==> src/hw/rtl/assert_macros.svh <==
// ---------------------------------------------------------------------------
// assert_macros
// Concurrent assertion helpers, empty in synthesis builds
// ---------------------------------------------------------------------------
`ifndef ASSERT_MACROS_SVH
`define ASSERT_MACROS_SVH

`ifndef SYNTHESIS
`define ASSERT_IMPLIES(label, clk, rst_n, ante, cons) \
  label: assert property (@(posedge clk) disable iff (!rst_n) (ante) |-> (cons)) \
    else $error("assertion failed: same-cycle implication");
`define ASSERT_NEXT(label, clk, rst_n, ante, cons) \
  label: assert property (@(posedge clk) disable iff (!rst_n) (ante) |=> (cons)) \
    else $error("assertion failed: next-cycle implication");
`else
`define ASSERT_IMPLIES(label, clk, rst_n, ante, cons)
`define ASSERT_NEXT(label, clk, rst_n, ante, cons)
`endif

`endif

==> src/hw/rtl/dbcl_pkg.sv <==
// ---------------------------------------------------------------------------
// dbcl_pkg
// Shared constants and types of the debounced button command latch
// ---------------------------------------------------------------------------
`timescale 1ns / 1ps

package dbcl_pkg;

  localparam int CHANNEL_COUNT = 4;
  localparam int COUNT_WIDTH   = 16;
  localparam int CFG_WIDTH     = 16;
  localparam int FUNC_WIDTH    = 2;
  localparam int BTN_WIDTH     = 4;
  localparam int CMD_WIDTH     = 3;
  localparam int LED_WIDTH     = 4;
  localparam int CFG_IDX_WIDTH = 1;
  localparam int CMP_WIDTH     = (COUNT_WIDTH > CFG_WIDTH) ? COUNT_WIDTH : CFG_WIDTH;

  typedef logic [COUNT_WIDTH-1:0]   count_t;
  typedef logic [CFG_WIDTH-1:0]     cfg_t;
  typedef logic [CMP_WIDTH-1:0]     cmp_t;
  typedef logic [CMD_WIDTH-1:0]     cmd_t;
  typedef logic [CHANNEL_COUNT-1:0] chan_vec_t;

  typedef enum logic [FUNC_WIDTH-1:0] {
    FUNC_TICK  = 2'd0,
    FUNC_FETCH = 2'd1,
    FUNC_SHOW  = 2'd2,
    FUNC_OFF   = 2'd3
  } func_t;

  localparam logic [CFG_IDX_WIDTH-1:0] CFG_DEBOUNCE = 1'b0;
  localparam logic [CFG_IDX_WIDTH-1:0] CFG_FEEDBACK = 1'b1;

  localparam cfg_t DEBOUNCE_RESET = 16'd50;
  localparam cfg_t FEEDBACK_RESET = 16'd300;

  typedef struct packed {
    logic [LED_WIDTH-1:0] leds;
    logic                 command_valid;
    cmd_t                 command_taken;
    logic                 pending_flag;
  } result_t;

endpackage

==> src/hw/rtl/dbcl_lane.sv <==
// ---------------------------------------------------------------------------
// dbcl_lane
// One button channel: raw level, stable level and saturating hold counter
// ---------------------------------------------------------------------------
`timescale 1ns / 1ps

module dbcl_lane (
  input  logic          clk,
  input  logic          rst_n,
  input  logic          tick_en,
  input  logic          raw,
  input  dbcl_pkg::cfg_t debounce_ms,
  output logic          press
);
  import dbcl_pkg::*;

  logic   last_raw_r, last_raw_nxt;
  logic   stable_r, stable_nxt;
  count_t since_r, since_nxt;
  logic   flip;

  always_comb begin
    last_raw_nxt = last_raw_r;
    since_nxt    = since_r;
    stable_nxt   = stable_r;
    flip         = 1'b0;
    if (tick_en) begin
      if (raw != last_raw_r) begin
        last_raw_nxt = raw;
        since_nxt    = '0;
      end else if (since_r != '1) begin
        since_nxt = since_r + count_t'(1);
      end
      flip = (cmp_t'(since_nxt) >= cmp_t'(debounce_ms)) && (raw != stable_r);
      if (flip) begin
        stable_nxt = raw;
      end
    end
  end

  assign press = flip & raw;

  always_ff @(posedge clk) begin
    if (!rst_n) begin
      last_raw_r <= 1'b0;
      stable_r   <= 1'b0;
      since_r    <= '0;
    end else begin
      last_raw_r <= last_raw_nxt;
      stable_r   <= stable_nxt;
      since_r    <= since_nxt;
    end
  end

endmodule

==> src/hw/rtl/dbcl_merge.sv <==
// ---------------------------------------------------------------------------
// dbcl_merge
// Priority pick over lane presses, pending command slot and feedback timer
// ---------------------------------------------------------------------------
`timescale 1ns / 1ps

module dbcl_merge (
  input  logic                                 clk,
  input  logic                                 rst_n,
  input  logic                                 fire,
  input  logic [dbcl_pkg::FUNC_WIDTH-1:0]      func,
  input  dbcl_pkg::cmd_t                       command_shown,
  input  dbcl_pkg::chan_vec_t                  press,
  input  dbcl_pkg::cfg_t                       feedback_ms,
  output dbcl_pkg::result_t                    res
);
  import dbcl_pkg::*;

  cmd_t      pending_r, pending_nxt;
  chan_vec_t leds_r, leds_nxt;
  cfg_t      left_r, left_nxt;
  logic      any_press;
  cmd_t      pick;
  logic      valid;
  cmd_t      taken;

  // lowest pressed channel wins
  always_comb begin
    any_press = 1'b0;
    pick      = '0;
    for (int i = CHANNEL_COUNT - 1; i >= 0; i--) begin
      if (press[i]) begin
        any_press = 1'b1;
        pick      = cmd_t'(i + 1);
      end
    end
  end

  always_comb begin
    pending_nxt = pending_r;
    leds_nxt    = leds_r;
    left_nxt    = left_r;
    valid       = 1'b0;
    taken       = '0;
    if (fire) begin
      case (func_t'(func))
        FUNC_TICK: begin
          if (left_r != '0) begin
            left_nxt = left_r - cfg_t'(1);
          end
          if (left_nxt == '0) begin
            leds_nxt = '0;
          end
          if (any_press && pending_r == '0) begin
            pending_nxt = pick;
            leds_nxt    = chan_vec_t'(1) << (pick - cmd_t'(1));
            left_nxt    = feedback_ms;
          end
        end
        FUNC_FETCH: begin
          if (pending_r != '0) begin
            valid       = 1'b1;
            taken       = pending_r;
            pending_nxt = '0;
          end
        end
        FUNC_SHOW: begin
          if (command_shown inside {[1:CHANNEL_COUNT]}) begin
            leds_nxt = chan_vec_t'(1) << (command_shown - cmd_t'(1));
            left_nxt = feedback_ms;
          end else begin
            leds_nxt = '0;
          end
        end
        FUNC_OFF: begin
          leds_nxt = '0;
        end
        default: begin
          leds_nxt = leds_r;
        end
      endcase
    end
  end

  always_comb begin
    res.leds          = LED_WIDTH'(leds_nxt);
    res.command_valid = valid;
    res.command_taken = taken;
    res.pending_flag  = (pending_nxt != '0);
  end

  always_ff @(posedge clk) begin
    if (!rst_n) begin
      pending_r <= '0;
      leds_r    <= '0;
      left_r    <= '0;
    end else begin
      pending_r <= pending_nxt;
      leds_r    <= leds_nxt;
      left_r    <= left_nxt;
    end
  end

endmodule

==> src/hw/rtl/debounced_button_command_latch.sv <==
// ---------------------------------------------------------------------------
// debounced_button_command_latch
// Four-channel button debouncer with a one-slot command latch and LED feedback
// ---------------------------------------------------------------------------
// channel  direction  ports
// in       input      in_valid, in_stall, in_func, in_buttons, in_command_shown
// out      output     out_valid, out_stall, out_leds, out_command_valid,
//                     out_command_taken, out_pending_flag
// cfg      input      cfg_we, cfg_index, cfg_wdata
//
// one transaction per cycle while in_stall is low; its result is registered
// in the cycle after acceptance, set by the lane count compare and merge pick
// synchronous reset clears all lane, slot and timer state; no clearing pass
// in_stall rises only while a held result is stalled at the output
// ---------------------------------------------------------------------------
`timescale 1ns / 1ps
`include "assert_macros.svh"

module debounced_button_command_latch (
  input  logic                                 clk,
  input  logic                                 rst_n,
  input  logic                                 in_valid,
  output logic                                 in_stall,
  input  logic [dbcl_pkg::FUNC_WIDTH-1:0]      in_func,
  input  logic [dbcl_pkg::BTN_WIDTH-1:0]       in_buttons,
  input  logic [dbcl_pkg::CMD_WIDTH-1:0]       in_command_shown,
  output logic                                 out_valid,
  input  logic                                 out_stall,
  output logic [dbcl_pkg::LED_WIDTH-1:0]       out_leds,
  output logic                                 out_command_valid,
  output logic [dbcl_pkg::CMD_WIDTH-1:0]       out_command_taken,
  output logic                                 out_pending_flag,
  input  logic                                 cfg_we,
  input  logic [dbcl_pkg::CFG_IDX_WIDTH-1:0]   cfg_index,
  input  logic [dbcl_pkg::CFG_WIDTH-1:0]       cfg_wdata
);
  import dbcl_pkg::*;

  cfg_t      debounce_r, debounce_nxt;
  cfg_t      feedback_r, feedback_nxt;
  logic      out_valid_r, out_valid_nxt;
  result_t   out_r, out_nxt;
  result_t   res;
  chan_vec_t press;
  logic      fire;
  logic      tick_en;

  assign in_stall = out_valid_r & out_stall;
  assign fire     = in_valid & ~in_stall;
  assign tick_en  = fire && (func_t'(in_func) == FUNC_TICK);

  // configuration
  always_comb begin
    debounce_nxt = debounce_r;
    feedback_nxt = feedback_r;
    if (cfg_we) begin
      case (cfg_index)
        CFG_DEBOUNCE: debounce_nxt = cfg_wdata;
        CFG_FEEDBACK: feedback_nxt = cfg_wdata;
        default:      debounce_nxt = debounce_r;
      endcase
    end
  end

  for (genvar g = 0; g < CHANNEL_COUNT; g++) begin : g_lane
    dbcl_lane u_lane (
      .clk         (clk),
      .rst_n       (rst_n),
      .tick_en     (tick_en),
      .raw         (in_buttons[g]),
      .debounce_ms (debounce_r),
      .press       (press[g])
    );
  end

  dbcl_merge u_merge (
    .clk           (clk),
    .rst_n         (rst_n),
    .fire          (fire),
    .func          (in_func),
    .command_shown (in_command_shown),
    .press         (press),
    .feedback_ms   (feedback_r),
    .res           (res)
  );

  // output register
  always_comb begin
    out_valid_nxt = out_valid_r;
    out_nxt       = out_r;
    if (fire) begin
      out_valid_nxt = 1'b1;
      out_nxt       = res;
    end else if (!out_stall) begin
      out_valid_nxt = 1'b0;
    end
  end

  always_ff @(posedge clk) begin
    if (!rst_n) begin
      debounce_r  <= DEBOUNCE_RESET;
      feedback_r  <= FEEDBACK_RESET;
      out_valid_r <= 1'b0;
    end else begin
      debounce_r  <= debounce_nxt;
      feedback_r  <= feedback_nxt;
      out_valid_r <= out_valid_nxt;
    end
  end

  always_ff @(posedge clk) begin
    out_r <= out_nxt;
  end

  assign out_valid         = out_valid_r;
  assign out_leds          = out_r.leds;
  assign out_command_valid = out_r.command_valid;
  assign out_command_taken = out_r.command_taken;
  assign out_pending_flag  = out_r.pending_flag;

  `ASSERT_IMPLIES(a_leds_onehot, clk, rst_n, out_valid, $onehot0(out_leds))
  `ASSERT_IMPLIES(a_fetch_clears, clk, rst_n, out_valid && out_command_valid, !out_pending_flag && out_command_taken != '0)
  `ASSERT_NEXT(a_result_follows, clk, rst_n, in_valid && !in_stall, out_valid)

endmodule

==> config.mk <==
export PLATFORM = sky130hd
export DESIGN_NAME = debounced_button_command_latch
export DESIGN_NICKNAME = d
export VERILOG_FILES = /design/src/hw/rtl/dbcl_pkg.sv /design/src/hw/rtl/dbcl_lane.sv /design/src/hw/rtl/dbcl_merge.sv /design/src/hw/rtl/debounced_button_command_latch.sv
export VERILOG_INCLUDE_DIRS = /design/src /design/src/hw/rtl
export SDC_FILE = /design/constraint.sdc
export NUM_CORES = 1
export LEC_CHECK = 0
export ABC_AREA = 1
export BUFFER_PORTS_ARGS = -buffer_cell sky130_fd_sc_hd__buf_2
export CAP_MARGIN = 20
export CELL_PAD_IN_SITES_DETAIL_PLACEMENT = 0
export CELL_PAD_IN_SITES_GLOBAL_PLACEMENT = 1
export CORE_UTILIZATION = 45
export DETAILED_ROUTE_END_ITERATION = 6
export PLACE_DENSITY = 0.85
export SYNTH_ARGS = -nofsm -noshare
export SYNTH_HDL_FRONTEND = slang
export SYNTH_SLANG_ARGS = --single-unit
==> constraint.sdc <==
create_clock -name clk -period 4 [get_ports clk]
set_input_delay 0.2 -clock clk [delete_from_list [all_inputs] [get_ports clk]]
set_output_delay 0.2 -clock clk [all_outputs]
set_load 0.1 [all_outputs]
==> impl_metrics.toml <==
[sta]
fin_ws_ns = 0.2443
drv_slew = 0
final-hold-violation-count = 0
finalSetupTns_ns = 0
worst_pin_slew_ns = 0.7394
setup-violations-final = 0
largest_clock_skew_in_the_final_design_ns = 0.009516
post-route-period-util_pct = 93.89
unrepaired_setup_endpoints_after_global_routing = "yes"
period_needed_ns = 3.756
slew-limit-headroom_pct = 50.59
top_achievable_clock_speed_mhz = 266.3

[finish]
seq_area_um2 = 2864
syn_to_final_growth_pct = 14.87
final_nets = 1547
final_cell_mix = "nand2_1 (264), inv_1 (206), a21oi_1 (145), o21ai_0 (121), dfxtp_1 (113)"
layout.cells.most_common = "nand2_1"
n_antenna_cell = 0
layout.core_utilization_pct = 53.09
design_area_um2 = 10850
combined_area_of_the_multi_input_logic_cells_um2 = 5796
drive_gt1_share_pct = 15.44
num-fill-cells = 2052

[global_routing]
grt_pass1_vias = 8297
gr-total-overflow = 0
grt_pass1_wl_um = 40770
grt_max_degree = 118
grt_antenna_before_repair = 0
global_route_usage_sum_pct = 23.53

[cts]
clock_sink_count = 137
ctsHtreeMaxLevel = 4
cts.reportedPaths.clkPinSlew_ns = 0.06
clock_tree.buffer_depth = 2
clock_root_buffer = "clkbuf_16"
total_cts_buffers = 17
cts_tree = "done"
clock_insertion_delay_worst_skew_ns = 0.43

[worst_setup_path]
timing.critical_path.arrival_ns = 3.95
critical-path-top-delay-family = "simple AND/OR/NAND/NOR gates"
worst-setup-path-type = "reg2reg"
startpoint_of_the_worst_setup_timing_path = "g_lane[1].u_lane.since_r[0]"
cp_dominant_cell_by_count = "nand2_1"
critical-path-slowest-cell = "dfxtp_4"
cp.buffers_inverters = 6
worst_path_max_fanout = 3
worstSetupEndpointType = "flop"
required_time_of_the_critical_path_ns = 4.20
critPathMaxStageDelay_ns = 0.37
crit-reg2reg-launch = "g_lane[1].u_lane.since_r[0]"
worstSetupStartpointType = "flop"

[placement]
number_of_input_and_output_port_buffers_inserted = 41
preCtsSetupSlack_ns = 0.05324
place_area_um2 = 9936
gp_routability_congestion = 0.9007
dp_hpwl_um = 17920

[synth]
synthTopCellsByArea = "dfxtp_1 (27%), nand2_1 (11%), ha_1 (9.5%), inv_1 (8.4%), a21oi_1 (7.7%)"
syn-cell-area_um2 = 9442
postSynthRegisterBits = 137
synthesis.yosys.warnings = 0
synth_area_per_cell_um2 = 6.749
synth_top_area_share_pct = 27.14
synth_top_area_cell = "dfxtp_1"
yosysUniqueCellTypes = 46
yosysSeqAreaShare_pct = 30.00
mappedNetlistNets = 1502
postSynthCellCount = 1399

[detailed_routing]
via_count = 8940
antenna_violating_nets_post_route = 0
detail_route.vias_per_cell = 5.177
drtIter0Drc = 526
avgRoutedWirePerCell_um = 14.63
detail_route.drc_violations = 0
finalWirelength_um = 25270
detailedRoute.firstPassIterationCount = 5

[outcome]
result_of_the_run = "finished clean"

[floorplanning]
die_area_um2 = 21560
fp.dieW_um = 146.9
start_util_pct = 46.22
dieHeight_um = 146.9
ios = 42
placement_rows = 52
coreArea_um2 = 20430

[power]
powerDensity_nw_per_um2 = 363.9
power_frac_comb_pct = 22.5
totalPowerFinal_mw = 3.947
cell_internal_pwr_mw = 2.649
worst_ir_drop_vdd_uv = 286.7
clockPowerShare_pct = 38.8
power.share.sequential_pct = 38.7
power_switching_mw = 1.298
sw_frac_of_total_pct = 32.88
power_leakage_nw = 5.192

[min_path]
worstHoldStart = "cfg_wdata[1]"
holdCritPathClass = "in2reg"

[flow_run]
maxCapViolations = 0
## cells by family after synthesis
logic type,share of synthesized area [%]
flip-flops,30.00
AO/OA/AOI/OAI,17.90
XOR/XNOR,4.267
adder cells (fa/ha/maj),9.541
buffers and inverters,11.07
AND/OR/NAND/NOR,27.22
## final cells by class
cell class / instances / share of cell area [%]
Clock buffer: 20 / 4.222
Clock inverter: 12 / 0.9114
Inverter: 226 / 7.822
Multi-Input combinational cell: 992 / 53.44
Sequential cell: 137 / 26.41
Tap cell: 270 / 3.115
Timing Repair Buffer: 70 / 4.084
## synthesized netlist by cell type, drive strengths merged
master and instances:
nand3 93, a211oi 6, edfxtp 9, or4 1, a21oi 150, o31ai 4
a31oi 3, nor2 129, clkinv 3, o21bai 3, nand4 16, xnor2 26
o21a 2, ha 72, xor2 20, nand3b 1, nand2 282, or2 7
clkbuf 38, o221ai 3, a21o 2, inv 223, o211ai 13, nor3 20
dfxtp 128, and2 2, nor4 8, buf 6, o21ai 129
## power groups by stage
| stage | combinational (mW) | clock (mW) | sequential (mW) |
|---|---|---|---|
| after floorplan | 0.633 | 0 | 1.58 |
| after global placement | 0.859 | 0 | 1.55 |
| after detailed placement | 0.867 | 0 | 1.55 |
| after CTS | 0.873 | 1.55 | 1.52 |
| after global routing | 1.01 | 1.61 | 1.54 |
| final | 0.888 | 1.53 | 1.53 |
## worst register-to-register path: cells and delay by family, from the launching register on
kind	cells	cell delay [ns]
flops	1	0.37
xor+xnor	1	0.14
fa+ha+maj	2	0.53
simple gates	20	2.13
buf+inv	6	0.36
## registers in the layout, summed over array words and instances, names as in the netlist
name                      count
g_lane.u_lane.since_r        64
debounce_r                   16
feedback_r                   16
u_merge.left_r               16
g_lane.u_lane.last_raw_r      4
g_lane.u_lane.stable_r        4
out_leds                      4
u_merge.leds_r                4
out_command_taken             3
u_merge.pending_r             3
out_command_valid             1
out_pending_flag              1
out_valid                     1
## final timing paths
kind                         end  slack (ns)  cells after the start
setup / recovery     out_leds[2]        0.24                     29
hold / removal     debounce_r[1]        0.02                      3
setup reg to reg     out_leds[2]        0.24                     29
hold reg to reg   feedback_r[10]        0.46                      2
## stage by stage
step	std cells	hold slack, ns
3_5_place_dp	1684	0.4483
6_report	1727	0.02418
5_1_grt	1727	0.02536
3_3_place_gp	1684	0.4428
4_1_cts	1716	0.02227
2_1_floorplan	1399	0.3304
## per-layer routing
layer,vias to the layer above,global-route usage [%],wire length [um]
met2,131,40.05,12090
met3,37,4.006,824
met5,-,0,0
met4,0,6.771,427
met1,4105,30.41,11920
li1,4667,-,-
## what timing repair did
| action | in CTS | in global routing |
|---|---|---|
| setup buffers | 0 | 11 |
| resized for setup | 0 | 80 |
| setup endpoints to repair | 0 | 26 |
| hold buffers | 0 | 0 |
(Power assumes the default switching activity.)
